`src/rtl/rgbshp_pkg.sv`:
```
`timescale 1ns / 1ps

package rgbshp_pkg;

   // Frame geometry limits
   localparam int MAX_WIDTH  = 1024;
   localparam int MAX_HEIGHT = 1024;
   localparam int DIM_MIN    = 3;

   // Counter and dimension widths
   localparam int COL_W  = $clog2(MAX_WIDTH);
   localparam int ROW_W  = $clog2(MAX_HEIGHT);
   localparam int IROW_W = ROW_W + 1;
   localparam int WD_W   = $clog2(MAX_WIDTH + 1);
   localparam int HT_W   = $clog2(MAX_HEIGHT + 1);

   // Register and sample widths
   localparam int GAIN_W    = 8;
   localparam int GAIN_FRAC = 4;
   localparam int DIM_REG_W = 11;
   localparam int CH_W      = 8;
   localparam int NUM_CH    = 3;
   localparam int PIX_W     = CH_W * NUM_CH;

   // Configuration port
   localparam int CSR_AW = 4;
   localparam int CSR_DW = 32;

   // Depth of the queue between front and back
   localparam int QUEUE_DEPTH = 4;

   localparam logic [GAIN_W-1:0]    GAIN_RESET   = 8'd64;
   localparam logic [DIM_REG_W-1:0] WIDTH_RESET  = 11'd580;
   localparam logic [DIM_REG_W-1:0] HEIGHT_RESET = 11'd372;

   typedef enum logic [1:0] {
      REG_GAIN   = 2'd0,
      REG_WIDTH  = 2'd1,
      REG_HEIGHT = 2'd2
   } reg_index_type;

   // Gain and clamped frame size as seen by the datapath
   typedef struct packed {
      logic [GAIN_W-1:0] gain;
      logic [WD_W-1:0]   width;
      logic [HT_W-1:0]   height;
   } cfg_type;

   // One window column handed from front to back
   typedef struct packed {
      logic [PIX_W-1:0] top;
      logic [PIX_W-1:0] mid;
      logic [PIX_W-1:0] pixel;
      logic             emit;
      logic             border;
      logic             last;
   } column_type;

endpackage

```
`src/rtl/rgbshp_csr.sv`:
```
`timescale 1ns / 1ps

module rgbshp_csr import rgbshp_pkg::*; (
   input  logic              clock,
   input  logic              reset,
   input  logic              psel,
   input  logic              penable,
   input  logic              pwrite,
   input  logic [CSR_AW-1:0] paddr,
   input  logic [CSR_DW-1:0] pwdata,
   output logic [CSR_DW-1:0] prdata,
   output logic              pready,
   output cfg_type           cfg
);

   logic [GAIN_W-1:0]    gain_ff, gain_in;
   logic [DIM_REG_W-1:0] width_ff, width_in;
   logic [DIM_REG_W-1:0] height_ff, height_in;
   reg_index_type        index;
   logic                 wr_en;

   assign index  = reg_index_type'(paddr[CSR_AW-1:2]);
   assign wr_en  = psel && penable && pwrite;
   assign pready = 1'b1;

   always_comb begin
      gain_in   = gain_ff;
      width_in  = width_ff;
      height_in = height_ff;
      prdata    = '0;
      case (index)
         REG_GAIN: begin
            prdata = CSR_DW'(gain_ff);
            if (wr_en) begin
               gain_in = pwdata[GAIN_W-1:0];
            end
         end
         REG_WIDTH: begin
            prdata = CSR_DW'(width_ff);
            if (wr_en) begin
               width_in = pwdata[DIM_REG_W-1:0];
            end
         end
         REG_HEIGHT: begin
            prdata = CSR_DW'(height_ff);
            if (wr_en) begin
               height_in = pwdata[DIM_REG_W-1:0];
            end
         end
         default: begin
            prdata = '0;
         end
      endcase
   end

   always_ff @(posedge clock) begin
      if (reset) begin
         gain_ff   <= GAIN_RESET;
         width_ff  <= WIDTH_RESET;
         height_ff <= HEIGHT_RESET;
      end else begin
         gain_ff   <= gain_in;
         width_ff  <= width_in;
         height_ff <= height_in;
      end
   end

   // Clamp frame size to the supported range
   always_comb begin
      cfg.gain = gain_ff;
      if (int'(width_ff) < DIM_MIN) begin
         cfg.width = WD_W'(DIM_MIN);
      end else if (int'(width_ff) > MAX_WIDTH) begin
         cfg.width = WD_W'(MAX_WIDTH);
      end else begin
         cfg.width = WD_W'(width_ff);
      end
      if (int'(height_ff) < DIM_MIN) begin
         cfg.height = HT_W'(DIM_MIN);
      end else if (int'(height_ff) > MAX_HEIGHT) begin
         cfg.height = HT_W'(MAX_HEIGHT);
      end else begin
         cfg.height = HT_W'(height_ff);
      end
   end

endmodule

```
`config.mk`:
```
export PLATFORM = sky130hd
export DESIGN_NAME = rgbshp_csr
export DESIGN_NICKNAME = d
export VERILOG_FILES = /design/src/rtl/rgbshp_pkg.sv /design/src/rtl/rgbshp_csr.sv
export SDC_FILE = /design/constraint.sdc
export NUM_CORES = 1
export LEC_CHECK = 0
export BUFFER_PORTS_ARGS = -buffer_cell sky130_fd_sc_hd__buf_2
export CAP_MARGIN = 20
export CORE_MARGIN = 4
export CORE_UTILIZATION = 44
export DETAILED_ROUTE_END_ITERATION = 7
export GPL_ROUTABILITY_DRIVEN = 0
export PLACE_DENSITY = 0.84
export SYNTH_ARGS = -nofsm -noshare
export SYNTH_HDL_FRONTEND = slang
export SYNTH_SLANG_ARGS = --single-unit
```
`constraint.sdc`:
```
create_clock -name clock -period 1.17 [get_ports clock]
set_input_delay 0.1755 -clock clock [delete_from_list [all_inputs] [get_ports clock]]
set_output_delay 0.1755 -clock clock [all_outputs]
set_load 0.02 [all_outputs]
```
==> impl_metrics.yaml <==
status:
  status: "finished with violations"
  failed_checks: "negative setup slack"
drt:
  avgRoutedWirePerCell_um: 18.6
  drt_iter0_drc: 178
  drt-pass1-iter-count: 4
  totalWireLength_um: 6570
  via_per_inst: 5.20
  drtAntennaViolNets: 0
  post-route-drc-count: 0
  route.vias.total: 1834
setup_path:
  cpPeakStageDelay_ps: 340
  critPathRequiredTime_ps: 990
  crit_slowest_cell: "dfxtp_2"
  critPathKind: "flip-flop to output port"
  critical_path.endpoint_type: "output port"
  critPathLaunchType: "flip-flop"
  worst-endpoint-arrival_ps: 1470
  critPathMaxFanout: 2
  cp_cell_sequence: "nor4_4, buf_4, a21oi_2, nor2_2, buf_6"
power:
  total_power_uw: 2340
  power_per_cell_area_mw_per_mm2: 787
  irDropWorstVdd_v: 0.000691
  power_leakage_uw: 0.00141
floorplanning:
  dieArea_mm2: 0.00530
  design.portCount: 104
  die_width_um: 72.8
  initial_core_util: 0.459
  placementRows: 23
  floorplan.die.height_um: 72.8
  core_mm2: 0.00403
timing:
  max_freq_ghz: 0.607
  report.final.hold_viol_count: 0
  slew_violations: 0
  rsz0062_at_grt: "true"
  setup_slack_ps: -478
  timing.final.crit_period_ps: 1650
  clock_skew_ps: 0
  period_share: 1.41
  final.hold.worst_slack_ps: 171
  number_of_endpoints_failing_setup_at_the_final_stage: 31
grt:
  grt_util_overall: 0.229
  largest_net_degree_at_the_start_of_global_routing: 47
  number_of_antenna_violations_at_the_first_check_in_global_routing: 0
  vias_in_the_first_global_route: 1787
  grt_first_pass_wirelength_um: 9160
  grt-ovfl-total: 0
final_layout:
  area_growth_from_synthesis_to_layout_pct: 60.5
  final_core_utilization: 0.736
  nets: 345
  final_area_mm2: 0.00297
  antenna-diode-count: 0
  filler_cell_count: 250
  share_of_final_layout_standard_cells_stronger_than_drive_strength_1: 0.568
logic_synthesis:
  synth_xor_xnor_area_share: 0
  post-synth-top-area-cell: "dfxtp_1"
  netlist.area_leader.share: 0.325
  synth.mux.area_fraction: 0.206
  synth_top_family_by_area: "simple AND/OR/NAND/NOR gates"
  synth_compound_gate_area_share: 0.0467
  postSynthCellCount: 208
  yosys_warnings: 0
  synth_adder_area_share: 0
  syn-mean-instance-area_um2: 8.88
  yosysSeqAreaShare: 0.325
  postSynthRegisterBits: 30
  post_synth_instance_area_mm2: 0.00185
  basic_gate_share_of_the_synthesized_area_counting_and_or_nand_and_nor_cells: 0.278
  synth_top_cells_by_area: "dfxtp_1, mux2i_1, buf_4, nand2b_1, nor2b_1"
  synth.distinct_cells: 26
clock_tree:
  cts_made_buffers: 5
  tritoncts: "built"
  cts.path.max_buffers: 2
  clk_pin_slew_ps: 60
  cts-root-buf: "clkbuf_8"
  cts.sink_count: 30
  cts.htree.levels: 2
  clkLatencyLatePin_ps: 290
placement:
  io_buffers: 58
  place_area_mm2: 0.00238
  dp_hpwl_um: 3810
flow_run:
  maxCapViolations: 0
worst_hold_path:
  min_path_type: "input port to flip-flop"
-- sequential cells by signal, summed over array words and instances (netlist names) --
signal and flops:
gain_ff 8, height_ff 11, width_ff 11
-- stage by stage --
step / TNS, ps / setup WS (ps) / instances
after floorplan: 0 / 35.7 / 228
after global routing: -4900 / -525 / 353
final: -3870 / -478 / 353
after CTS: -3260 / -385 / 351
after detailed placement: -1380 / -199 / 344
after global placement: -983 / -181 / 344
-- synth_stat cells, drive strengths merged --
cell type,instances
mux2i,38
dfxtp,30
buf,26
nand2b,23
nor2,19
nor2b,17
clkbuf,10
nand2,8
o21ai,8
or2b,8
a21oi,4
nor4,4
a22o,3
conb,2
nand4,2
nor3b,2
and2b,1
nand3,1
nor3,1
or3,1
-- cells by family (layout without fill, tap and decap cells) --
family,Yosys count,after routing
compound gates,15,15
buf+inv,36,111
other cells,2,22
simple gates,87,87
flops,30,30
mux,38,38
-- layer usage --
layer	wire length, um	up-vias	part of all wire	track usage
met5	0	-	0	0
met4	175	0	0.027	0.0963
met3	540	21	0.082	0.0455
met2	3390	97	0.52	0.400
met1	2460	880	0.37	0.270
li1	-	836	-	-
-- final timing paths --
path,startpoint,endpoint,slack [ps],cells after the start
hold reg to reg,width_ff[0],width_ff[0],500,2
hold / removal,pwdata[8],width_ff[8],170,3
setup / recovery,width_ff[6],cfg[12],-480,5
setup reg to reg,width_ff[2],width_ff[2],210,4
-- cell type report --
type                       count  area [um^2]  share of cell area
multi-input combinational    162         1270               0.427
timing repair buffer         105          903               0.305
sequential                    30          651               0.219
clock buffer                   6         82.6              0.0278
tap                           50         62.6              0.0211
-- critical path, delay by kind of cell, from the launching register on --
kind                   cells  cell delay (ps)
and+or+nand+nor            2              470
AOI/OAI and AO/OA          1               50
DFF                        1              340
buffers and inverters      2              320
-- power breakdown --
part           switching [uW]  internal (uW)  leakage, uW  total, uW
clock                     386            453    0.0000431        839
combinational             263            199      0.00112        462
sequential               17.0           1020     0.000249       1040
-- layout by cell type, fill, tap and decap left out, types with 3 or more instances in the layout --
| cell type | instances |
|---|---|
| dfxtp_1 | 8 |
| mux2i_1 | 36 |
| buf_6 | 38 |
| conb_1 | 22 |
| clkbuf_8 | 6 |
| o21ai_1 | 8 |
| nand2b_1 | 23 |
| nor2b_4 | 13 |
| nor2b_1 | 4 |
| nor2_1 | 15 |
| dfxtp_4 | 9 |
| or2b_2 | 8 |
| buf_2 | 27 |
| dfxtp_2 | 13 |
| a21oi_2 | 3 |
| nand2_1 | 8 |
| nor4_4 | 4 |
| nor2_2 | 4 |
| buf_4 | 36 |
-- what timing repair did --
| item | 4_1_cts | 5_1_grt |
|---|---|---|
| pin swaps | 11 | 7 |
| setup endpoints to repair | 33 | 31 |
| resized for setup | 103 | 41 |
| hold buffers | 0 | 0 |
| hold endpoints to repair | 0 | 0 |
| buffers inserted | 3 | 6 |
No activity file was read; power rests on OpenSTA's default activity.
