`src/rtl/rgbshp_pkg.sv`:
```
`timescale 1ns / 1ps

package rgbshp_pkg;

   // Frame geometry limits
   localparam int MAX_WIDTH  = 1024;
   localparam int MAX_HEIGHT = 1024;
   localparam int DIM_MIN    = 3;

   // Counter and dimension widths
   localparam int COL_W  = $clog2(MAX_WIDTH);
   localparam int ROW_W  = $clog2(MAX_HEIGHT);
   localparam int IROW_W = ROW_W + 1;
   localparam int WD_W   = $clog2(MAX_WIDTH + 1);
   localparam int HT_W   = $clog2(MAX_HEIGHT + 1);

   // Register and sample widths
   localparam int GAIN_W    = 8;
   localparam int GAIN_FRAC = 4;
   localparam int DIM_REG_W = 11;
   localparam int CH_W      = 8;
   localparam int NUM_CH    = 3;
   localparam int PIX_W     = CH_W * NUM_CH;

   // Configuration port
   localparam int CSR_AW = 4;
   localparam int CSR_DW = 32;

   // Depth of the queue between front and back
   localparam int QUEUE_DEPTH = 4;

   localparam logic [GAIN_W-1:0]    GAIN_RESET   = 8'd64;
   localparam logic [DIM_REG_W-1:0] WIDTH_RESET  = 11'd580;
   localparam logic [DIM_REG_W-1:0] HEIGHT_RESET = 11'd372;

   typedef enum logic [1:0] {
      REG_GAIN   = 2'd0,
      REG_WIDTH  = 2'd1,
      REG_HEIGHT = 2'd2
   } reg_index_type;

   // Gain and clamped frame size as seen by the datapath
   typedef struct packed {
      logic [GAIN_W-1:0] gain;
      logic [WD_W-1:0]   width;
      logic [HT_W-1:0]   height;
   } cfg_type;

   // One window column handed from front to back
   typedef struct packed {
      logic [PIX_W-1:0] top;
      logic [PIX_W-1:0] mid;
      logic [PIX_W-1:0] pixel;
      logic             emit;
      logic             border;
      logic             last;
   } column_type;

endpackage

```
`src/rtl/rgbshp_back.sv`:
```
`timescale 1ns / 1ps

module rgbshp_back import rgbshp_pkg::*; (
   input  logic            clock,
   input  logic            reset,
   input  cfg_type         cfg,
   input  column_type      q_item,
   input  logic            q_empty,
   output logic            q_pop,
   input  logic            pop,
   output logic            empty,
   output logic [CH_W-1:0] red_out,
   output logic [CH_W-1:0] green_out,
   output logic [CH_W-1:0] blue_out,
   output logic            frame_last
);

   localparam int SUM_W  = CH_W + 3;
   localparam int DIFF_W = SUM_W + 1;
   localparam int PROD_W = DIFF_W + GAIN_W + 1;
   localparam int SHIFT  = GAIN_FRAC + 3;
   localparam int Q_W    = PROD_W - SHIFT;
   localparam int Y_W    = Q_W + 1;
   localparam int CH_MAX = (1 << CH_W) - 1;

   logic [PIX_W-1:0] window_ff [9];

   logic b1_valid_ff, b1_border_ff, b1_last_ff;

   logic                     b2_valid_ff, b2_border_ff, b2_last_ff;
   logic [PIX_W-1:0]         b2_center_ff;
   logic signed [DIFF_W-1:0] b2_diff_ff [NUM_CH];
   logic signed [DIFF_W-1:0] diff [NUM_CH];

   logic                     b3_valid_ff, b3_border_ff, b3_last_ff;
   logic [PIX_W-1:0]         b3_center_ff;
   logic signed [PROD_W-1:0] b3_prod_ff [NUM_CH];
   logic signed [PROD_W-1:0] prod [NUM_CH];

   logic             out_valid_ff, out_last_ff;
   logic [PIX_W-1:0] out_pixel_ff;
   logic [PIX_W-1:0] result;

   logic adv;

   // Advance the whole back end whenever the output register frees up
   assign adv   = !out_valid_ff || pop;
   assign q_pop = adv && !q_empty;

   always_ff @(posedge clock) begin
      if (q_pop) begin
         for (int r = 0; r < 3; r++) begin
            window_ff[r*3]   <= window_ff[r*3+1];
            window_ff[r*3+1] <= window_ff[r*3+2];
         end
         window_ff[2] <= q_item.top;
         window_ff[5] <= q_item.mid;
         window_ff[8] <= q_item.pixel;
      end
   end

   // 8*center minus the neighbor sum, per channel
   always_comb begin
      logic [SUM_W-1:0] sum;
      logic [SUM_W-1:0] center8;
      for (int ch = 0; ch < NUM_CH; ch++) begin
         sum = '0;
         for (int i = 0; i < 9; i++) begin
            if (i != 4) begin
               sum = sum + SUM_W'(window_ff[i][ch*CH_W +: CH_W]);
            end
         end
         center8  = {window_ff[4][ch*CH_W +: CH_W], 3'b000};
         diff[ch] = $signed({1'b0, center8}) - $signed({1'b0, sum});
      end
   end

   always_comb begin
      for (int ch = 0; ch < NUM_CH; ch++) begin
         prod[ch] = PROD_W'($signed({1'b0, cfg.gain})) * PROD_W'(b2_diff_ff[ch]);
      end
   end

   // Floor by arithmetic shift, add center, clamp to sample range; border pixels pass the center through
   always_comb begin
      logic signed [Q_W-1:0] q;
      logic signed [Y_W-1:0] y;
      for (int ch = 0; ch < NUM_CH; ch++) begin
         q = Q_W'(b3_prod_ff[ch] >>> SHIFT);
         y = Y_W'(q) + $signed({{(Y_W-CH_W){1'b0}}, b3_center_ff[ch*CH_W +: CH_W]});
         if (b3_border_ff) begin
            result[ch*CH_W +: CH_W] = b3_center_ff[ch*CH_W +: CH_W];
         end else if (y < 0) begin
            result[ch*CH_W +: CH_W] = '0;
         end else if (y > Y_W'(CH_MAX)) begin
            result[ch*CH_W +: CH_W] = CH_W'(CH_MAX);
         end else begin
            result[ch*CH_W +: CH_W] = y[CH_W-1:0];
         end
      end
   end

   always_ff @(posedge clock) begin
      if (reset) begin
         b1_valid_ff  <= 1'b0;
         b2_valid_ff  <= 1'b0;
         b3_valid_ff  <= 1'b0;
         out_valid_ff <= 1'b0;
      end else if (adv) begin
         b1_valid_ff  <= q_pop && q_item.emit;
         b2_valid_ff  <= b1_valid_ff;
         b3_valid_ff  <= b2_valid_ff;
         out_valid_ff <= b3_valid_ff;
      end
   end

   always_ff @(posedge clock) begin
      if (adv) begin
         b1_border_ff <= q_item.border;
         b1_last_ff   <= q_item.last;

         b2_border_ff <= b1_border_ff;
         b2_last_ff   <= b1_last_ff;
         b2_center_ff <= window_ff[4];
         b2_diff_ff   <= diff;

         b3_border_ff <= b2_border_ff;
         b3_last_ff   <= b2_last_ff;
         b3_center_ff <= b2_center_ff;
         b3_prod_ff   <= prod;

         out_last_ff  <= b3_last_ff;
         out_pixel_ff <= result;
      end
   end

   assign empty      = !out_valid_ff;
   assign red_out    = out_pixel_ff[0*CH_W +: CH_W];
   assign green_out  = out_pixel_ff[1*CH_W +: CH_W];
   assign blue_out   = out_pixel_ff[2*CH_W +: CH_W];
   assign frame_last = out_last_ff;

endmodule

```
`config.mk`:
```
export PLATFORM = sky130hd
export DESIGN_NAME = rgbshp_back
export DESIGN_NICKNAME = d
export VERILOG_FILES = /design/src/rtl/rgbshp_pkg.sv /design/src/rtl/rgbshp_back.sv
export SDC_FILE = /design/constraint.sdc
export NUM_CORES = 1
export LEC_CHECK = 0
export BUFFER_PORTS_ARGS = -buffer_cell sky130_fd_sc_hd__buf_2
export CORE_MARGIN = 4
export CORE_UTILIZATION = 50
export CTS_BUF_LIST = sky130_fd_sc_hd__clkbuf_4
export CTS_CLUSTER_DIAMETER = 100
export CTS_CLUSTER_SIZE = 20
export DETAILED_ROUTE_END_ITERATION = 7
export PLACE_DENSITY = 0.78
export SYNTH_ARGS = -nofsm -noshare
export SYNTH_HDL_FRONTEND = slang
export SYNTH_SLANG_ARGS = --single-unit
```
`constraint.sdc`:
```
create_clock -name clock -period 15.4 [get_ports clock]
set_clock_uncertainty 0.2 [all_clocks]
set_input_delay 2.31 -clock clock [delete_from_list [all_inputs] [get_ports clock]]
set_output_delay 2.31 -clock clock [all_outputs]
set_load 0.02 [all_outputs]
```
==> flow_summary.yaml, run 1 <==
worst_setup_path:
  cp-start-kind: "input port"
  reg2reg_to: "b3_prod_ff[41]"
  r2r_setup_slack_ns: 9.79
  timing.rr.start: "b2_diff_ff[19]"
  cpMostUsedCell: "fa_1"
  worst-path-max-fanout: 36
  critical_path.endpoint_type: "register"
  reg2reg_depth: 17
  cp_cell_sequence: "buf_2 > nand2_1 > fa_1 > fa_1 > inv_1 > fa_1 > inv_1 > fa_1 > inv_1 > ha_1 > nand2_1 > or4_1 > a41oi_1 > o21a_1 > a211o_1 > a21o_1 > o41ai_1 > xnor2_1"
  crit_arrival_ns: 7.49
  max_stage_delay_ns: 0.58
  cpMaxStageDelayCell: "buf_2"
  path_class: "in -> reg"
  worstPathRequired_ns: 15.74
placed_design:
  placed_cells: 3344
  numPortBuffers: 113
  place.gp.congestion: 0.818
  dpl-instance-area_mm2: 0.0305
  dp_hpwl_um: 40300
cts:
  cts_num_sinks: 377
  root_buffer: "clkbuf_4"
  cts_setup_buffers: 0
  cts_tree: "built"
  cts_hold_buf: 0
  cts_buffer_depth: 3
  cts_resized: 0
  clock_latency_ns: 0.82
  cts_htree_levels: 1
  cts_buffers: 23
  cts.reportedPaths.clkPinSlew_ns: 0.22
yosys:
  synth_cells: 2497
  yosysSeqAreaShare_pct: 38.8
  yosysUniqueCellTypes: 59
  synth_nets: 3194
  syn_area_per_cell_um2: 11.6
  yosys_warnings: 0
  ys.flop_type: "edfxtp_1"
  syn_area_mm2: 0.0291
  synth_edf_count: 373
  synth-seq-cells: 377
  ys_async_sr_fraction_pct: 0
sta:
  rsz0062_at_grt: "no"
  slew-limit-headroom_pct: 28.3
  fin_crit_ns: 7.15
  worst_pin_slew_ns: 1.08
  setup_tns_ns: 0
  max_freq_ghz: 0.140
  maxSlewViolCount: 0
  hold-worst-slack_ns: 0.229
  fin_crit_sh_pct: 46.5
  setup_violations: 0
  hold_violations: 0
finish:
  instances_no_fill: 3380
  final_layout_size_suffix_gt1_share_pct: 6.55
  design_area_mm2: 0.0308
  nets: 3301
  layout_commonest_cell: "inv_1"
  num-fill-cells: 4685
  seqCellArea_mm2: 0.0113
  areaGrowthSynthToFinish_pct: 5.86
  multi_input_area_mm2: 0.0151
  final_cell_mix: "689 x inv_1, 393 x fa_1, 373 x edfxtp_1"
drt:
  drc: 0
  postRouteAntennaNets: 0
  vias: 17000
  drt-initial-drc-count: 1026
  dr.pass1.iters: 5
  routed_wl_um: 52000
  wl_per_cell_um: 15.4
  via_per_inst: 5.03
grt:
  grt_usage_pct: 17.3
  grt_max_degree: 81
  overflow: 0
  grt_antenna_before_repair: 5
  grt_pass1_wl_um: 89900
  grt_pass1_vias: 18800
min_path:
  whs_endpoint: "b3_center_ff[23]"
  min_from: "b2_center_ff[23]"
  hp-class: "reg -> reg"
  hold_depth: 0
floorplanning:
  dieArea_mm2: 0.0620
  coreArea_mm2: 0.0576
  die_h_um: 249
  num_rows: 88
  start_util_pct: 50.5
  io_pins: 136
  die_x_um: 249
run:
  cap_violations: 0
outcome:
  outcome: "complete, no violations"
## cell families (layout without fill, tap and decap cells)
group           Yosys count  in the layout  synth area share (%)
flops                   377            377                  38.8
compound gates          219            219                  5.27
buf+inv                 726            841                  9.38
other cells               0              3                     0
fa+ha+maj               588            588                  35.5
xor+xnor                 85             85                  2.56
mux                       6              6                 0.220
simple gates            496            496                  8.28
## state kept, by name, summed over array words and instances, names as in the netlist
| register | count |
|---|---|
| b3_valid_ff | 1 |
| out_valid_ff | 1 |
| b2_last_ff | 1 |
| b2_border_ff | 1 |
| b3_center_ff | 24 |
| b2_center_ff | 24 |
| b2_valid_ff | 1 |
| window_ff | 216 |
| frame_last | 1 |
| out_pixel_ff | 24 |
| b3_prod_ff | 42 |
| b3_last_ff | 1 |
| b1_last_ff | 1 |
| b1_border_ff | 1 |
| b2_diff_ff | 36 |
| b3_border_ff | 1 |
| b1_valid_ff | 1 |
## per-stage QoR
stage | setup slack (ns) | util, %
6_report | 8.25 | 53.4
2_1_floorplan | 1.27 | -
5_1_grt | 8.05 | 53.4
3_3_place_gp | 7.68 | 53.0
4_1_cts | 8.37 | 53.4
3_5_place_dp | 7.48 | 53.0
## worst max-delay path, delay by kind of cell
kind | cells | cell delay (ns)
fa+ha+maj | 5 | 2.38
simple gates | 3 | 0.80
buf+inv | 4 | 0.74
xor+xnor | 1 | 0.14
compound gates | 5 | 1.11
## cells in the mapped netlist, types with 18 or more instances
| cell | count | area [um2] |
|---|---|---|
| fa_1 | 393 | 7870 |
| a21oi_1 | 61 | 305 |
| nor3_1 | 27 | 135 |
| nor2_1 | 80 | 300 |
| nand2_1 | 199 | 747 |
| edfxtp_1 | 373 | 11200 |
| xor2_1 | 26 | 228 |
| ha_1 | 195 | 2440 |
| inv_1 | 690 | 2590 |
| xnor2_1 | 59 | 517 |
| o21ai_0 | 42 | 210 |
| a21o_1 | 19 | 143 |
| o21a_1 | 18 | 135 |
| clkbuf_1 | 34 | 128 |
| and2_1 | 134 | 838 |
## worst max-delay path by stage
stage | from | to | slack, ns | cells past startpoint
2_1_floorplan | pop | q_pop | 1.27 | 2
3_3_place_gp | cfg[25] | b3_prod_ff[62] | 7.68 | 17
3_5_place_dp | cfg[25] | b3_prod_ff[62] | 7.48 | 17
4_1_cts | cfg[25] | b3_prod_ff[41] | 8.37 | 18
5_1_grt | cfg[25] | b3_prod_ff[41] | 8.05 | 18
6_report | cfg[25] | b3_prod_ff[41] | 8.25 | 18
## layout make-up
cell class,count,share of cell area [%]
diodes,3,0.0244
clock buffers,31,0.756
clock inverters,2,0.0895
inverters,690,8.43
multi-input cells,1394,49.0
flip-flops and latches,377,36.7
well taps,765,3.11
repair buffers,118,1.96
## per-layer routing
metal,share of wire (%),vias up,global-route usage (%)
li1,-,7983,-
met1,42,8591,22.7
met2,52,354,31.0
met3,3.9,71,1.71
met4,2.1,4,4.49
met5,0.052,-,0
Power of run 1 is not shown: default switching activity piles up to over one toggle a cycle in this logic, so the estimate is an artifact.
==> inputs of run 2 (changes only) <==
- clock period: 15.4 -> 7.5 ns (I/O delays scaled with it)
==> run 2 against run 1 <==
Against the previous run:
- global-route usage down 0.080 points
- hold slack worse by 0.030 ns
- sequential share of layout area down 0.16 points
- utilization up 0.23 points
- via count about the same
- sequential cell count unchanged
- design area up 0.44%
- highest routed layer unchanged
==> flow_summary.yaml, run 2 (synthesized netlist as in run 1, its figures left out) <==
outcome:
  outcome: "complete, no violations"
drt:
  wl_met1_um: 21900
  vias: 17000
  highest_layer: "met5"
  drc: 0
  routed_wl_um: 52000
  met3_length_um: 2250
  drt-initial-drc-count: 939
  wl_per_cell_um: 15.3
  met2_length_um: 26800
  dr.pass1.iters: 5
  postRouteAntennaNets: 0
  via_per_inst: 5.01
cts:
  cts_hold_buf: 0
  cts_htree_levels: 1
  cts_buffer_depth: 3
  cts_num_sinks: 377
  cts_tree: "built"
  clock_latency_ns: 0.83
  cts_resized: 0
  cts_setup_buffers: 0
  root_buffer: "clkbuf_4"
  cts_buffers: 25
  cts.reportedPaths.clkPinSlew_ns: 0.21
sta:
  hold_violations: 0
  fin_crit_ns: 5.87
  max_freq_ghz: 0.170
  setup_violations: 0
  fin_crit_sh_pct: 78.3
  slew-limit-headroom_pct: 27.0
  rsz0062_at_grt: "no"
  setup_tns_ns: 0
  maxSlewViolCount: 0
  worst_pin_slew_ns: 1.09
grt:
  grt_pass1_wl_um: 89200
  grt_antenna_before_repair: 5
  grt_pass1_vias: 18600
  overflow: 0
  grt_max_degree: 88
  grt_usage_pct: 17.2
run:
  cap_violations: 0
floorplanning:
  dieArea_mm2: 0.0620
  die_h_um: 249
  start_util_pct: 50.5
  coreArea_mm2: 0.0576
  num_rows: 88
  io_pins: 136
  die_x_um: 249
finish:
  final_layout_size_suffix_gt1_share_pct: 6.86
  reg_top3: "window_ff: 216 flops, b3_prod_ff: 42 flops, b2_diff_ff: 36 flops"
  final_cell_mix: "689 x inv_1, 393 x fa_1, 373 x edfxtp_1"
  largest_reg_flops: 216
  layout_commonest_cell: "inv_1"
  nets: 3306
  num-fill-cells: 4670
  multi_input_area_mm2: 0.0151
  areaGrowthSynthToFinish_pct: 6.33
  seqCellArea_mm2: 0.0113
  top_register: "window_ff"
placed_design:
  place.gp.congestion: 0.833
  numPortBuffers: 113
  dp_hpwl_um: 40800
worst_setup_path:
  crit_arrival_ns: 6.27
  critical_path.endpoint_type: "register"
  cp_cell_sequence: "buf_2 > nand2_1 > fa_1 > fa_1 > inv_1 > fa_1 > inv_1 > fa_1 > inv_1 > ha_1 > nand2_1 > or4_1 > a41oi_1 > o21a_1 > a211o_1 > a211o_1 > a21oi_1 > xnor2_1"
  cpMostUsedCell: "fa_1"
  cpMaxStageDelayCell: "buf_2"
  worst-path-max-fanout: 36
  worstPathRequired_ns: 7.90
  path_class: "in -> reg"
  max_stage_delay_ns: 0.58
  cp-start-kind: "input port"
min_path:
  hp-class: "reg -> reg"
-- run 2: cell types whose count changed in the layout (fill, tap and decap cells not counted), sizes merged, moves of 2 or more --
cell,previous run,this run
inv,691,693
diode,3,6
clkinv,1,3
buf,118,121
bufinv,0,2
-- run 2: routing by layer --
metal  vias to the layer above  GRT usage [%]
met4                         2           4.65
li1                       8016              -
met2                       331           30.7
met1                      8570           22.4
met3                        81           2.06
met5                         -              0
-- run 2: worst paths after layout --
check	start	to	slack, ns	depth (start not counted)
max reg2reg	b2_diff_ff[17]	b3_prod_ff[40]	2.00	17
min reg2reg	b2_center_ff[19]	b3_center_ff[19]	0.20	0
max	cfg[25]	b3_prod_ff[40]	1.63	18
min	b2_center_ff[19]	b3_center_ff[19]	0.20	0
-- run 2: critical path, delay by kind of cell --
family,cells,cell delay (ns)
xor+xnor,1,0.14
simple gates,3,0.84
fa+ha+maj,5,2.36
buf+inv,4,0.72
compound gates,5,1.07
-- run 2: area by class of cell --
cell class                      instances  area share, %
Inverter                              690           8.40
Tap cell                              765           3.10
Sequential cell                       377           36.5
Clock inverter                          9          0.405
Clock buffer                           32          0.777
Timing Repair Buffer                  121           2.02
Multi-Input combinational cell       1394           48.7
Antenna cell                            6         0.0486
-- run 2: through the flow --
stage / utilization (%) / hold slack, ns / cell area (um2) / setup slack [ns] / instances
after global routing: 53.7 / 0.148 / 30900 / 1.48 / 3392
after detailed placement: 53.0 / 0.205 / 30500 / 0.784 / 3347
after global placement: 53.0 / 0.201 / 30500 / 0.957 / 3347
final: 53.7 / 0.199 / 30900 / 1.63 / 3394
after CTS: 53.6 / 0.151 / 30900 / 1.72 / 3388
after floorplan: - / 0.200 / 29100 / 1.42 / 2497
Power of run 2 is left out for the same reason.
