===== src/rtl/rgbshp_pkg.sv =====
`timescale 1ns / 1ps

package rgbshp_pkg;

   // Frame geometry limits
   localparam int MAX_WIDTH  = 1024;
   localparam int MAX_HEIGHT = 1024;
   localparam int DIM_MIN    = 3;

   // Counter and dimension widths
   localparam int COL_W  = $clog2(MAX_WIDTH);
   localparam int ROW_W  = $clog2(MAX_HEIGHT);
   localparam int IROW_W = ROW_W + 1;
   localparam int WD_W   = $clog2(MAX_WIDTH + 1);
   localparam int HT_W   = $clog2(MAX_HEIGHT + 1);

   // Register and sample widths
   localparam int GAIN_W    = 8;
   localparam int GAIN_FRAC = 4;
   localparam int DIM_REG_W = 11;
   localparam int CH_W      = 8;
   localparam int NUM_CH    = 3;
   localparam int PIX_W     = CH_W * NUM_CH;

   // Configuration port
   localparam int CSR_AW = 4;
   localparam int CSR_DW = 32;

   // Depth of the queue between front and back
   localparam int QUEUE_DEPTH = 4;

   localparam logic [GAIN_W-1:0]    GAIN_RESET   = 8'd64;
   localparam logic [DIM_REG_W-1:0] WIDTH_RESET  = 11'd580;
   localparam logic [DIM_REG_W-1:0] HEIGHT_RESET = 11'd372;

   typedef enum logic [1:0] {
      REG_GAIN   = 2'd0,
      REG_WIDTH  = 2'd1,
      REG_HEIGHT = 2'd2
   } reg_index_type;

   // Gain and clamped frame size as seen by the datapath
   typedef struct packed {
      logic [GAIN_W-1:0] gain;
      logic [WD_W-1:0]   width;
      logic [HT_W-1:0]   height;
   } cfg_type;

   // One window column handed from front to back
   typedef struct packed {
      logic [PIX_W-1:0] top;
      logic [PIX_W-1:0] mid;
      logic [PIX_W-1:0] pixel;
      logic             emit;
      logic             border;
      logic             last;
   } column_type;

endpackage


===== src/rtl/rgbshp_queue.sv =====
`timescale 1ns / 1ps

module rgbshp_queue import rgbshp_pkg::*; (
   input  logic       clock,
   input  logic       reset,
   input  logic       push,
   input  column_type push_item,
   output logic       full,
   input  logic       pop,
   output column_type pop_item,
   output logic       empty
);

   localparam int PTR_W = $clog2(QUEUE_DEPTH);
   localparam int CNT_W = $clog2(QUEUE_DEPTH + 1);

   column_type       entry_ff [QUEUE_DEPTH];
   logic [PTR_W-1:0] wr_ptr_ff, wr_ptr_in;
   logic [PTR_W-1:0] rd_ptr_ff, rd_ptr_in;
   logic [CNT_W-1:0] count_ff, count_in;
   logic             do_push, do_pop;

   assign full     = count_ff == CNT_W'(QUEUE_DEPTH);
   assign empty    = count_ff == '0;
   assign do_push  = push && !full;
   assign do_pop   = pop && !empty;
   assign pop_item = entry_ff[rd_ptr_ff];

   always_comb begin
      wr_ptr_in = wr_ptr_ff;
      rd_ptr_in = rd_ptr_ff;
      count_in  = count_ff;
      if (do_push) begin
         wr_ptr_in = (int'(wr_ptr_ff) == QUEUE_DEPTH - 1) ? '0 : PTR_W'(int'(wr_ptr_ff) + 1);
      end
      if (do_pop) begin
         rd_ptr_in = (int'(rd_ptr_ff) == QUEUE_DEPTH - 1) ? '0 : PTR_W'(int'(rd_ptr_ff) + 1);
      end
      if (do_push && !do_pop) begin
         count_in = CNT_W'(int'(count_ff) + 1);
      end else if (do_pop && !do_push) begin
         count_in = CNT_W'(int'(count_ff) - 1);
      end
   end

   always_ff @(posedge clock) begin
      if (reset) begin
         wr_ptr_ff <= '0;
         rd_ptr_ff <= '0;
         count_ff  <= '0;
      end else begin
         wr_ptr_ff <= wr_ptr_in;
         rd_ptr_ff <= rd_ptr_in;
         count_ff  <= count_in;
      end
   end

   always_ff @(posedge clock) begin
      if (do_push) begin
         entry_ff[wr_ptr_ff] <= push_item;
      end
   end

endmodule


===== config.mk =====
export PLATFORM = sky130hd
export DESIGN_NAME = rgbshp_queue
export DESIGN_NICKNAME = d
export VERILOG_FILES = /design/src/rtl/rgbshp_pkg.sv /design/src/rtl/rgbshp_queue.sv
export SDC_FILE = /design/constraint.sdc
export NUM_CORES = 1
export LEC_CHECK = 0
export BUFFER_PORTS_ARGS = -buffer_cell sky130_fd_sc_hd__buf_4
export CORE_MARGIN = 2
export CORE_UTILIZATION = 45
export CTS_BUF_LIST = sky130_fd_sc_hd__clkbuf_8
export DETAILED_ROUTE_END_ITERATION = 10
export PLACE_DENSITY = 0.73
export SLEW_MARGIN = 20
export SYNTH_ARGS = -nofsm -noshare
export SYNTH_HDL_FRONTEND = slang
export SYNTH_SLANG_ARGS = --single-unit
export TNS_END_PERCENT = 30

===== constraint.sdc =====
create_clock -name clock -period 3.6 [get_ports clock]
set_input_delay 0.72 -clock clock [delete_from_list [all_inputs] [get_ports clock]]
set_output_delay 0.72 -clock clock [all_outputs]
set_load 0.1 [all_outputs]

==> out/results.tsv, run 1 <==
stage	metric	value	unit
run_status	status	finished clean	
cells_and_area	postLayoutCellArea	13800	um^2
power	switchingPower	4.85	mW
timing	period_minus_slack	3070	ps
floorplan	coreArea	25000	um^2
yosys	synth_seq_cells	309	
clock_network	htree_levels	2	
timing	max_freq	0.326	GHz
power	pwr_density_cell	858	nW/um^2
global_route	grt_first_pass_wirelength	32.0	mm
clock_network	clock_sinks	309	
critical_path	cp_top_family	buffers and inverters	
clock_network	cts_buffers	49	
routing	drtIter0Drc	265	
placed_design	place_area	12900	um^2
critical_path	worstPathArrival	2350	ps
clock_network	cts_resized	0	
critical_path	cp-start-kind	register	
critical_path	critPathMaxFanout	20	
yosys	synthTopCellsByCount	edfxtp_1 (300), mux4_2 (75), dfxtp_1 (9)	
critical_path	cpPeakStageDelay	580	ps
clock_network	cts_tree	built	
critical_path	crit_top_cell	buf_4	
global_route	grt_use_total	0.161	
clock_network	cts.reportedPaths.clkPinSlew	60	ps
yosys	syn-num-nets	527	
cells_and_area	fin_nets	725	
routing	firstDrtPassIters	4	
clock_network	postCtsHoldBufs	0	
clock_network	cts_setup_buffers	0	
timing	hold_violations	0	
yosys	synth_top_flop_cell	edfxtp_1	
global_route	grt_pass1_vias	5837	
global_route	antenna_found_initial	0	
yosys	avgSynthCellArea	25.7	um^2
yosys	synthTopCellsByArea	edfxtp_1 (80%), mux4_2 (15%), dfxtp_1 (1.6%)	
critical_path	cp-end-kind	output pin	
timing	skew	12.7	ps
clock_network	cts_buffer_depth	3	
critical_path	critical_path_class	register to output pin	
routing	viasPerCell	5.22	
power	p_leak	4.69	nW
yosys	yosysUniqueCellTypes	26	
cells_and_area	final_core_util	0.554	
yosys	yosysTopAreaCell	edfxtp_1	
placed_design	gp_congestion	0.714	
timing	post-route-period-util	0.852	
yosys	yosysSeqAreaShare	0.812	
floorplan	row_count	58	
floorplan	ioPinCount	156	
cells_and_area	nFillCells	1877	
cells_and_area	drive_gt1_frac	0.461	
critical_path	cp_slowest_cell	mux4_2	
floorplan	die_h	163	um
cells_and_area	area_growth	22.2	%
floorplan	die_w	163	um
power	p_seq_frac	0.380	
yosys	yosysWarnings	0	
power	power	11.9	mW
critical_path	rrSetupSlack	1160	ps
clock_network	cts-root-buf	clkbuf_8	
timing	rsz0062_at_grt	no	
routing	drc_errors	0	
critical_path	worstPathRequired	2880	ps
power	p_int	7.01	mW
floorplan	die_area	26400	um^2
power	p_clk_frac	0.233	
timing	setup_viol	0	
clock_network	clkLatencyLatePin	530	ps
power	comb_power_share	0.387	
yosys	synth-edff-count	300	
placed_design	dp_hpwl	12.3	mm
min_path	min_path_type	input pin to register	
timing	fin_tns_setup	0	ps
power	vdd_ir_drop_max	0.000489	V
yosys	synth_cells	441	
timing	slew_headroom	0.473	
cells_and_area	antenna_cells	0	
routing	wl_per_cell	20.7	um
global_route	grt_start_max_net_pins	47	
power	switching_share	0.409	
critical_path	crit_buf_inv	2	
routing	routed-via-count	5238	
timing	drv_slew	0	
job	maxCapViolCount	0	
placed_design	numPortBuffers	155	
floorplan	initial_core_util	0.453	
yosys	yosysMostFrequentCell	edfxtp_1	
timing	worstMarginPinSlew	790	ps
yosys	async_flop_share	0	
critical_path	path_cells	buf_4, mux4_2, buf_4	
global_route	grt-ovfl-total	0	
timing	hold_slack	381	ps
routing	ant_nets	0	
yosys	synth_top_area_share	0.796	
routing	wirelength	20.7	mm
yosys	netlist_area	11300	um^2
[worst paths after layout]
path                  from         endpoint  cells after the start
max               register      pop_item[0]                      3
min          push_item[70]  entry_ff[2][70]                      1
max reg2reg    count_ff[0]      count_ff[2]                      9
min reg2reg   rd_ptr_ff[0]         register                      2
[metrics by stage]
step / setup slack (ps) / instances
after floorplan: 441 / 441
after detailed placement: 1040 / 918
after global routing: 369 / 1003
after global placement: 1050 / 918
final: 532 / 1003
after CTS: 429 / 1003
[kinds of logic (layout without fill, tap and decap cells)]
family | count (synthesis) | in the layout | synth area share
AND/OR/NAND/NOR | 16 | 16 | 0.00774
flip-flops | 309 | 309 | 0.812
XOR/XNOR | 2 | 2 | 0.00155
buffers and inverters | 23 | 255 | 0.0153
AO/OA/AOI/OAI | 7 | 7 | 0.00442
multiplexers | 77 | 77 | 0.151
adder cells (fa/ha/maj) | 7 | 7 | 0.00840
[worst reg2reg max path, stage by stage (launching register included)]
cell	delay [ps]
dfxtp_1	440
or3b_1	330
clkinv_4	100
nor2_2	140
ha_1	210
inv_1	70
fa_1	390
xor2_1	190
or3_1	310
a21oi_1	180
[flip-flops by register name, summed over array words and instances (netlist names), named ones only]
name and count:
entry_ff 300, count_ff 3, rd_ptr_ff 2, wr_ptr_ff 2
[power groups by stage]
stage               clock [mW]  combinational, mW  sequential, mW
floorplan                    0               3.78            4.51
global placement             0               4.59            4.56
detailed placement           0               4.62            4.59
CTS                       2.85               4.63            4.52
global route              3.02               4.74            4.55
finish                    2.76               4.59            4.51
[per-layer routing]
metal / part of all wire / GRT usage / wire (um) / up-vias
li1: - / - / - / 2294
met1: 0.41 / 0.207 / 8590 / 2747
met2: 0.50 / 0.271 / 10400 / 167
met3: 0.067 / 0.0458 / 1390 / 30
met4: 0.015 / 0.0418 / 306 / 0
met5: 0 / 0 / 0 / -
[area by class of cell]
class / count / area [um^2] / area share
flip-flops and latches: 309 / 9200 / 0.665
clock inverters: 34 / 215 / 0.0156
multi-input cells: 109 / 1980 / 0.143
inverters: 5 / 37.5 / 0.00271
well taps: 330 / 413 / 0.0299
clock buffers: 51 / 702 / 0.0507
repair buffers: 165 / 1290 / 0.0932
[layout by cell type (no fill, tap or decap), drive strengths merged]
cell type	count
clkinvlp	1
o21ai	2
o31ai	2
xor2	2
ha	6
nand3	2
mux4	75
mux2i	2
and3	4
fa	1
a21oi	3
nand2	1
or3b	1
nor2	4
buf	165
clkbuf	51
bufinv	4
nor3	2
edfxtp	300
dfxtp	9
clkinv	20
or3	2
inv	14
Note: power is estimated with default switching activity, not from simulation.
==> run 2, diff against run 1 <==
REMOVE_ABC_BUFFERS = 1   (was unset)
==> run 2 against run 1 <==
Routed wire length is 0.19% higher. Core utilization down 0.16 points. Largest power group unchanged. Worst hold slack worse by 21 ps. Via count shrank 1.3%. Critical path depth unchanged. Critical endpoint is now pop_item[28]. Sequential power about the same. Sequential cell count stayed put. Non-clock buffer count up 1. Global-route usage is 0.069 points lower. Combinational power about the same. Critical path type unchanged. Final cell count decreased by 0.20%.
==> out/results.tsv, run 2 (synthesis results as in run 1) <==
stage	metric	value	unit	change
run_status	status	finished clean		
routing	routed-via-count	5169		-1.3%
floorplan	die_area	26400	um^2	unchanged
floorplan	ioPinCount	156		unchanged
floorplan	die_h	163	um	unchanged
placed_design	place_area	12900	um^2	+0.15%
cells_and_area	postLayoutCellArea	13800	um^2	-0.29%
cells_and_area	max_flop_register	entry_ff		
cells_and_area	area_growth	21.8	%	
routing	wl_per_cell	20.7	um	+0.39%
power	vdd_ir_drop_max	0.000745	V	+52%
routing	firstDrtPassIters	4		unchanged
global_route	grt_first_pass_wirelength	32.3	mm	+0.80%
global_route	grt-ovfl-total	0		unchanged
routing	viasPerCell	5.16		-1.1%
critical_path	rr_worst_depth	9		unchanged
critical_path	critical_path_class	register to output pin		
cells_and_area	fin_nets	726		+0.14%
job	maxCapViolCount	0		unchanged
placed_design	dp_hpwl	12.3	mm	about the same
routing	drtIter0Drc	337		+27%
critical_path	worstPathArrival	2450	ps	+100 ps
critical_path	rr_startpoint	count_ff[0]		
floorplan	initial_core_util	0.453		unchanged
cells_and_area	layout_common_cells	edfxtp_1 (300), buf_4 (161), mux4_2 (75), clkbuf_8 (51), inv_1 (17)		
clock_network	postCtsHoldBufs	0		unchanged
placed_design	gp_congestion	0.713		about the same
timing	post-route-period-util	0.881		+0.0285
clock_network	cts-root-buf	clkbuf_8		
critical_path	cp-end-kind	output pin		
clock_network	cts_setup_buffers	0		unchanged
timing	setup_viol	0		unchanged
clock_network	cts_buffers	49		unchanged
timing	period_minus_slack	3170	ps	+102 ps
floorplan	die_w	163	um	unchanged
critical_path	r2r-end	count_ff[2]		
min_path	holdPathEnd	entry_ff[3][63]		
cells_and_area	largest_reg_flops	300		unchanged
clock_network	htree_levels	2		unchanged
power	pwr_density_cell	850	nW/um^2	-0.84%
cells_and_area	top_regs	entry_ff x300, count_ff x3		
clock_network	cts.reportedPaths.clkPinSlew	70	ps	about the same
timing	rsz0062_at_grt	no		
global_route	grt_pass1_vias	5933		+1.6%
global_route	antenna_found_initial	0		unchanged
cells_and_area	layout_commonest_cell	edfxtp_1		
clock_network	clkLatencyLatePin	560	ps	+30 ps
timing	max_freq	0.315	GHz	-3.2%
timing	skew	31.1	ps	+18.4 ps
power	p_leak	4.68	nW	-0.23%
cells_and_area	antenna_cells	0		unchanged
routing	drc_errors	0		unchanged
timing	drv_slew	0		unchanged
critical_path	critPathMaxFanout	22		+10%
routing	wirelength	20.8	mm	+0.19%
clock_network	cts_buffer_depth	3		unchanged
timing	worstMarginPinSlew	863	ps	+73.2 ps
placed_design	numPortBuffers	155		unchanged
power	power	11.7	mW	-1.1%
clock_network	clock_sinks	309		unchanged
cells_and_area	drive_gt1_frac	0.461		about the same
min_path	hp-start	push_item[63]		
timing	slew_headroom	0.425		-0.0488
floorplan	row_count	58		unchanged
floorplan	coreArea	25000	um^2	unchanged
routing	ant_nets	0		unchanged
min_path	whs_path_depth	1		unchanged
critical_path	cp-start-kind	register		
critical_path	rrSetupSlack	1180	ps	+20 ps
min_path	min_path_type	input pin to register		
global_route	grt_start_max_net_pins	60		+28%
clock_network	cts_tree	built		
clock_network	cts_resized	0		unchanged
timing	hold_violations	0		unchanged
critical_path	worstPathRequired	2880	ps	about the same
global_route	grt_use_total	0.160		-0.000687
==> run 2: cell types whose count changed in the layout (fill, tap and decap cells not counted) <==
cell / delta
inv_1: +3
clkinv_1: -4
bufinv_16: -2
clkinv_2: -1
buf_12: +1
clkinv_4: +1
==> run 2: final cells by class <==
| cell class | instances | area (um^2) |
|---|---|---|
| Clock buffer | 51 | 702 |
| Clock inverter | 31 | 155 |
| Fill cell | 1860 | 11200 |
| Inverter | 5 | 37.5 |
| Multi-Input combinational cell | 109 | 1980 |
| Sequential cell | 309 | 9200 |
| Tap cell | 330 | 413 |
| Timing Repair Buffer | 166 | 1310 |
==> run 2: critical path, cell delays in order (launching register included) <==
cell and delay, ps:
dfxtp_4 640, buf_4 420, mux4_2 580, buf_4 250
==> run 2: how the worst max path moves through the flow <==
stage                   endpoint  depth (start not counted)
floorplan            pop_item[0]                          1
global placement    pop_item[16]                          3
detailed placement  pop_item[28]                          3
CTS                 pop_item[28]                          3
global route        pop_item[43]                          3
finish              pop_item[28]                          3
==> run 2: layer usage <==
layer / vias up / wire [um] / track usage
met3: 28 / 1470 / 0.0466
met2: 170 / 10900 / 0.282
met5: - / 0 / 0
met1: 2680 / 8120 / 0.194
met4: 0 / 300 / 0.0430
li1: 2291 / - / -
==> run 2: where the power goes <==
part           internal, mW  switching (mW)
combinational          1.14            3.44
clock                  1.37            1.25
sequential             4.36           0.173
total                  6.87            4.86
==> run 2: stage by stage <==
| step | setup TNS (ps) | utilization | worst slack (ps) | hold slack (ps) | std cells |
|---|---|---|---|---|---|
| 4_1_cts | 0 | 0.552 | 315 | 311 | 1001 |
| 5_1_grt | 0 | 0.552 | 233 | 321 | 1001 |
| 3_3_place_gp | 0 | 0.518 | 983 | 466 | 919 |
| 2_1_floorplan | -92840 | - | -1240 | 456 | 423 |
| 3_5_place_dp | 0 | 0.518 | 945 | 498 | 919 |
| 6_report | 0 | 0.552 | 429 | 359 | 1001 |
==> run 3, diff against run 2 <==
CORE_UTILIZATION = 56   (was 45)
PLACE_DENSITY = 0.86   (was 0.73)
==> run 3 against run 2 <==
Final cell count shrank 6.2%. Critical path depth is the same. Clock skew shrank 14 ps. Critical endpoint is now pop_item[59]. Largest cell class unchanged.
==> out/results.tsv, run 3 (synthesis results as in run 1) <==
stage	metric	value	unit	change
min_path	hp-start	push_item[0]		
timing	skew	17.1	ps	-14.0 ps
critical_path	crit_top_cell	buf_4		
cells_and_area	layout_commonest_cell	edfxtp_1		
floorplan	ioPinCount	156		unchanged
routing	ant_nets	0		unchanged
cells_and_area	top_regs	entry_ff x300, count_ff x3		
routing	routed-via-count	5239		+1.4%
critical_path	rr_startpoint	count_ff[0]		
routing	wl_per_cell	21.1	um	+1.7%
placed_design	numPortBuffers	155		unchanged
floorplan	die_h	146	um	-10%
timing	hold_violations	0		unchanged
critical_path	rr_worst_depth	9		unchanged
clock_network	cts_buffer_depth	3		unchanged
critical_path	critPathMaxFanout	28		+27%
timing	rsz0062_at_grt	no		
floorplan	die_w	146	um	-10%
cells_and_area	fin_cells	939		-6.2%
timing	fin_ws	730	ps	+301 ps
job	maxCapViolCount	0		unchanged
timing	hold_slack	388	ps	+28.7 ps
min_path	whs_path_depth	1		unchanged
timing	setup_viol	0		unchanged
placed_design	post-place-ws	1000	ps	+54.5 ps
power	pwr_density_cell	843	nW/um^2	-0.84%
power	vdd_ir_drop_max	0.000710	V	-4.7%
run_status	status	finished clean		
placed_design	gp_congestion	0.747		+4.7%
min_path	holdPathEnd	entry_ff[0][0]		
critical_path	cp_slowest_cell	dfxtp_4		
placed_design	dp_hpwl	12.0	mm	-1.8%
cells_and_area	largest_reg_flops	300		unchanged
timing	slew_headroom	0.582		+0.157
critical_path	path_cells	buf_4, mux4_2, buf_4		
clock_network	cts_setup_buffers	0		unchanged
timing	max_freq	0.348	GHz	+10%
critical_path	cpPeakStageDelay	650	ps	about the same
routing	wirelength	19.8	mm	-4.6%
cells_and_area	drive_gt1_frac	0.447		-0.0136
global_route	antenna_found_initial	0		unchanged
cells_and_area	fin_nets	720		-0.83%
routing	drtIter0Drc	259		-23%
cells_and_area	area_growth	20.6	%	
global_route	grt_start_max_net_pins	45		-25%
critical_path	r2r-end	count_ff[2]		
clock_network	clkLatencyLatePin	530	ps	-30 ps
routing	firstDrtPassIters	4		unchanged
clock_network	cts_resized	0		unchanged
clock_network	cts_buffers	46		-6.1%
critical_path	cp-start-kind	register		
clock_network	cts.reportedPaths.clkPinSlew	60	ps	about the same
min_path	min_path_type	input pin to register		
critical_path	worstPathArrival	2150	ps	-300 ps
clock_network	cts_tree	built		
clock_network	htree_levels	2		unchanged
floorplan	coreArea	20000	um^2	-20%
routing	viasPerCell	5.58		+8.0%
cells_and_area	layout_common_cells	edfxtp_1 (300), buf_4 (156), mux4_2 (75), clkbuf_8 (47), inv_1 (26)		
global_route	grt_pass1_vias	5789		-2.4%
critical_path	worstPathRequired	2880	ps	about the same
clock_network	cts-root-buf	clkbuf_8		
critical_path	critical_path_class	register to output pin		
clock_network	clock_sinks	309		unchanged
routing	drc_errors	0		unchanged
floorplan	die_area	21400	um^2	-19%
timing	period_minus_slack	2870	ps	-301 ps
floorplan	initial_core_util	0.565		+0.111
timing	worstMarginPinSlew	627	ps	-236 ps
floorplan	row_count	52		-10%
power	p_leak	4.67	nW	-0.30%
timing	post-route-period-util	0.797		-0.0835
critical_path	cp-end-kind	output pin		
critical_path	cp_top_family	flip-flops		
clock_network	postCtsHoldBufs	0		unchanged
timing	drv_slew	0		unchanged
global_route	grt_first_pass_wirelength	31.1	mm	-3.7%
critical_path	crit_buf_inv	2		unchanged
timing	fin_tns_setup	0	ps	unchanged
critical_path	rrSetupSlack	1190	ps	about the same
global_route	grt_use_total	0.189		+0.0293
cells_and_area	antenna_cells	0		unchanged
global_route	grt-ovfl-total	0		unchanged
placed_design	dp.cells	856		-6.9%
cells_and_area	max_flop_register	entry_ff		
run 3: cell types whose count changed in the layout (fill, tap and decap cells not counted):
cell / before / now
clkinv_4: 2 / 1
buf_12: 5 / 7
clkinv_2: 3 / 2
bufinv_16: 1 / 0
buf_4: 161 / 156
clkinv_1: 11 / 10
clkbuf_8: 51 / 47
inv_1: 17 / 26
run 3: metrics by stage:
stage | cell area, um^2 | utilization | power (mW)
after global routing | 13700 | 0.681 | 11.9
after global placement | 12900 | 0.642 | 9.14
after CTS | 13700 | 0.681 | 11.6
final | 13700 | 0.681 | 11.5
after floorplan | 11200 | - | 8.24
after detailed placement | 12900 | 0.642 | 9.22
run 3: layer usage:
metal / vias to the layer above / global-route usage / part of all wire
met5: - / 0 / 0
met4: 0 / 0.0665 / 0.020
met3: 37 / 0.0469 / 0.065
met2: 194 / 0.324 / 0.52
met1: 2725 / 0.240 / 0.40
li1: 2283 / - / -
run 3: how the worst max path moves through the flow:
stage,endpoint,depth (start not counted),start
2_1_floorplan,pop_item[0],1,register
3_3_place_gp,count_ff[2],9,push
3_5_place_dp,count_ff[2],9,push
4_1_cts,pop_item[59],3,register
5_1_grt,pop_item[53],3,register
6_report,pop_item[59],3,register
run 3: layout make-up:
class                           count  area, um^2
Clock buffer                       47         647
Clock inverter                     36         141
Inverter                            5        37.5
Fill cell                        1256        6390
Multi-Input combinational cell    109        1980
Sequential cell                   309        9200
Timing Repair Buffer              163        1310
Tap cell                          270         338
run 3: power by group:
group / switching, mW / internal, mW
Combinational: 3.48 / 1.15
Clock: 1.19 / 1.21
Sequential: 0.126 / 4.35
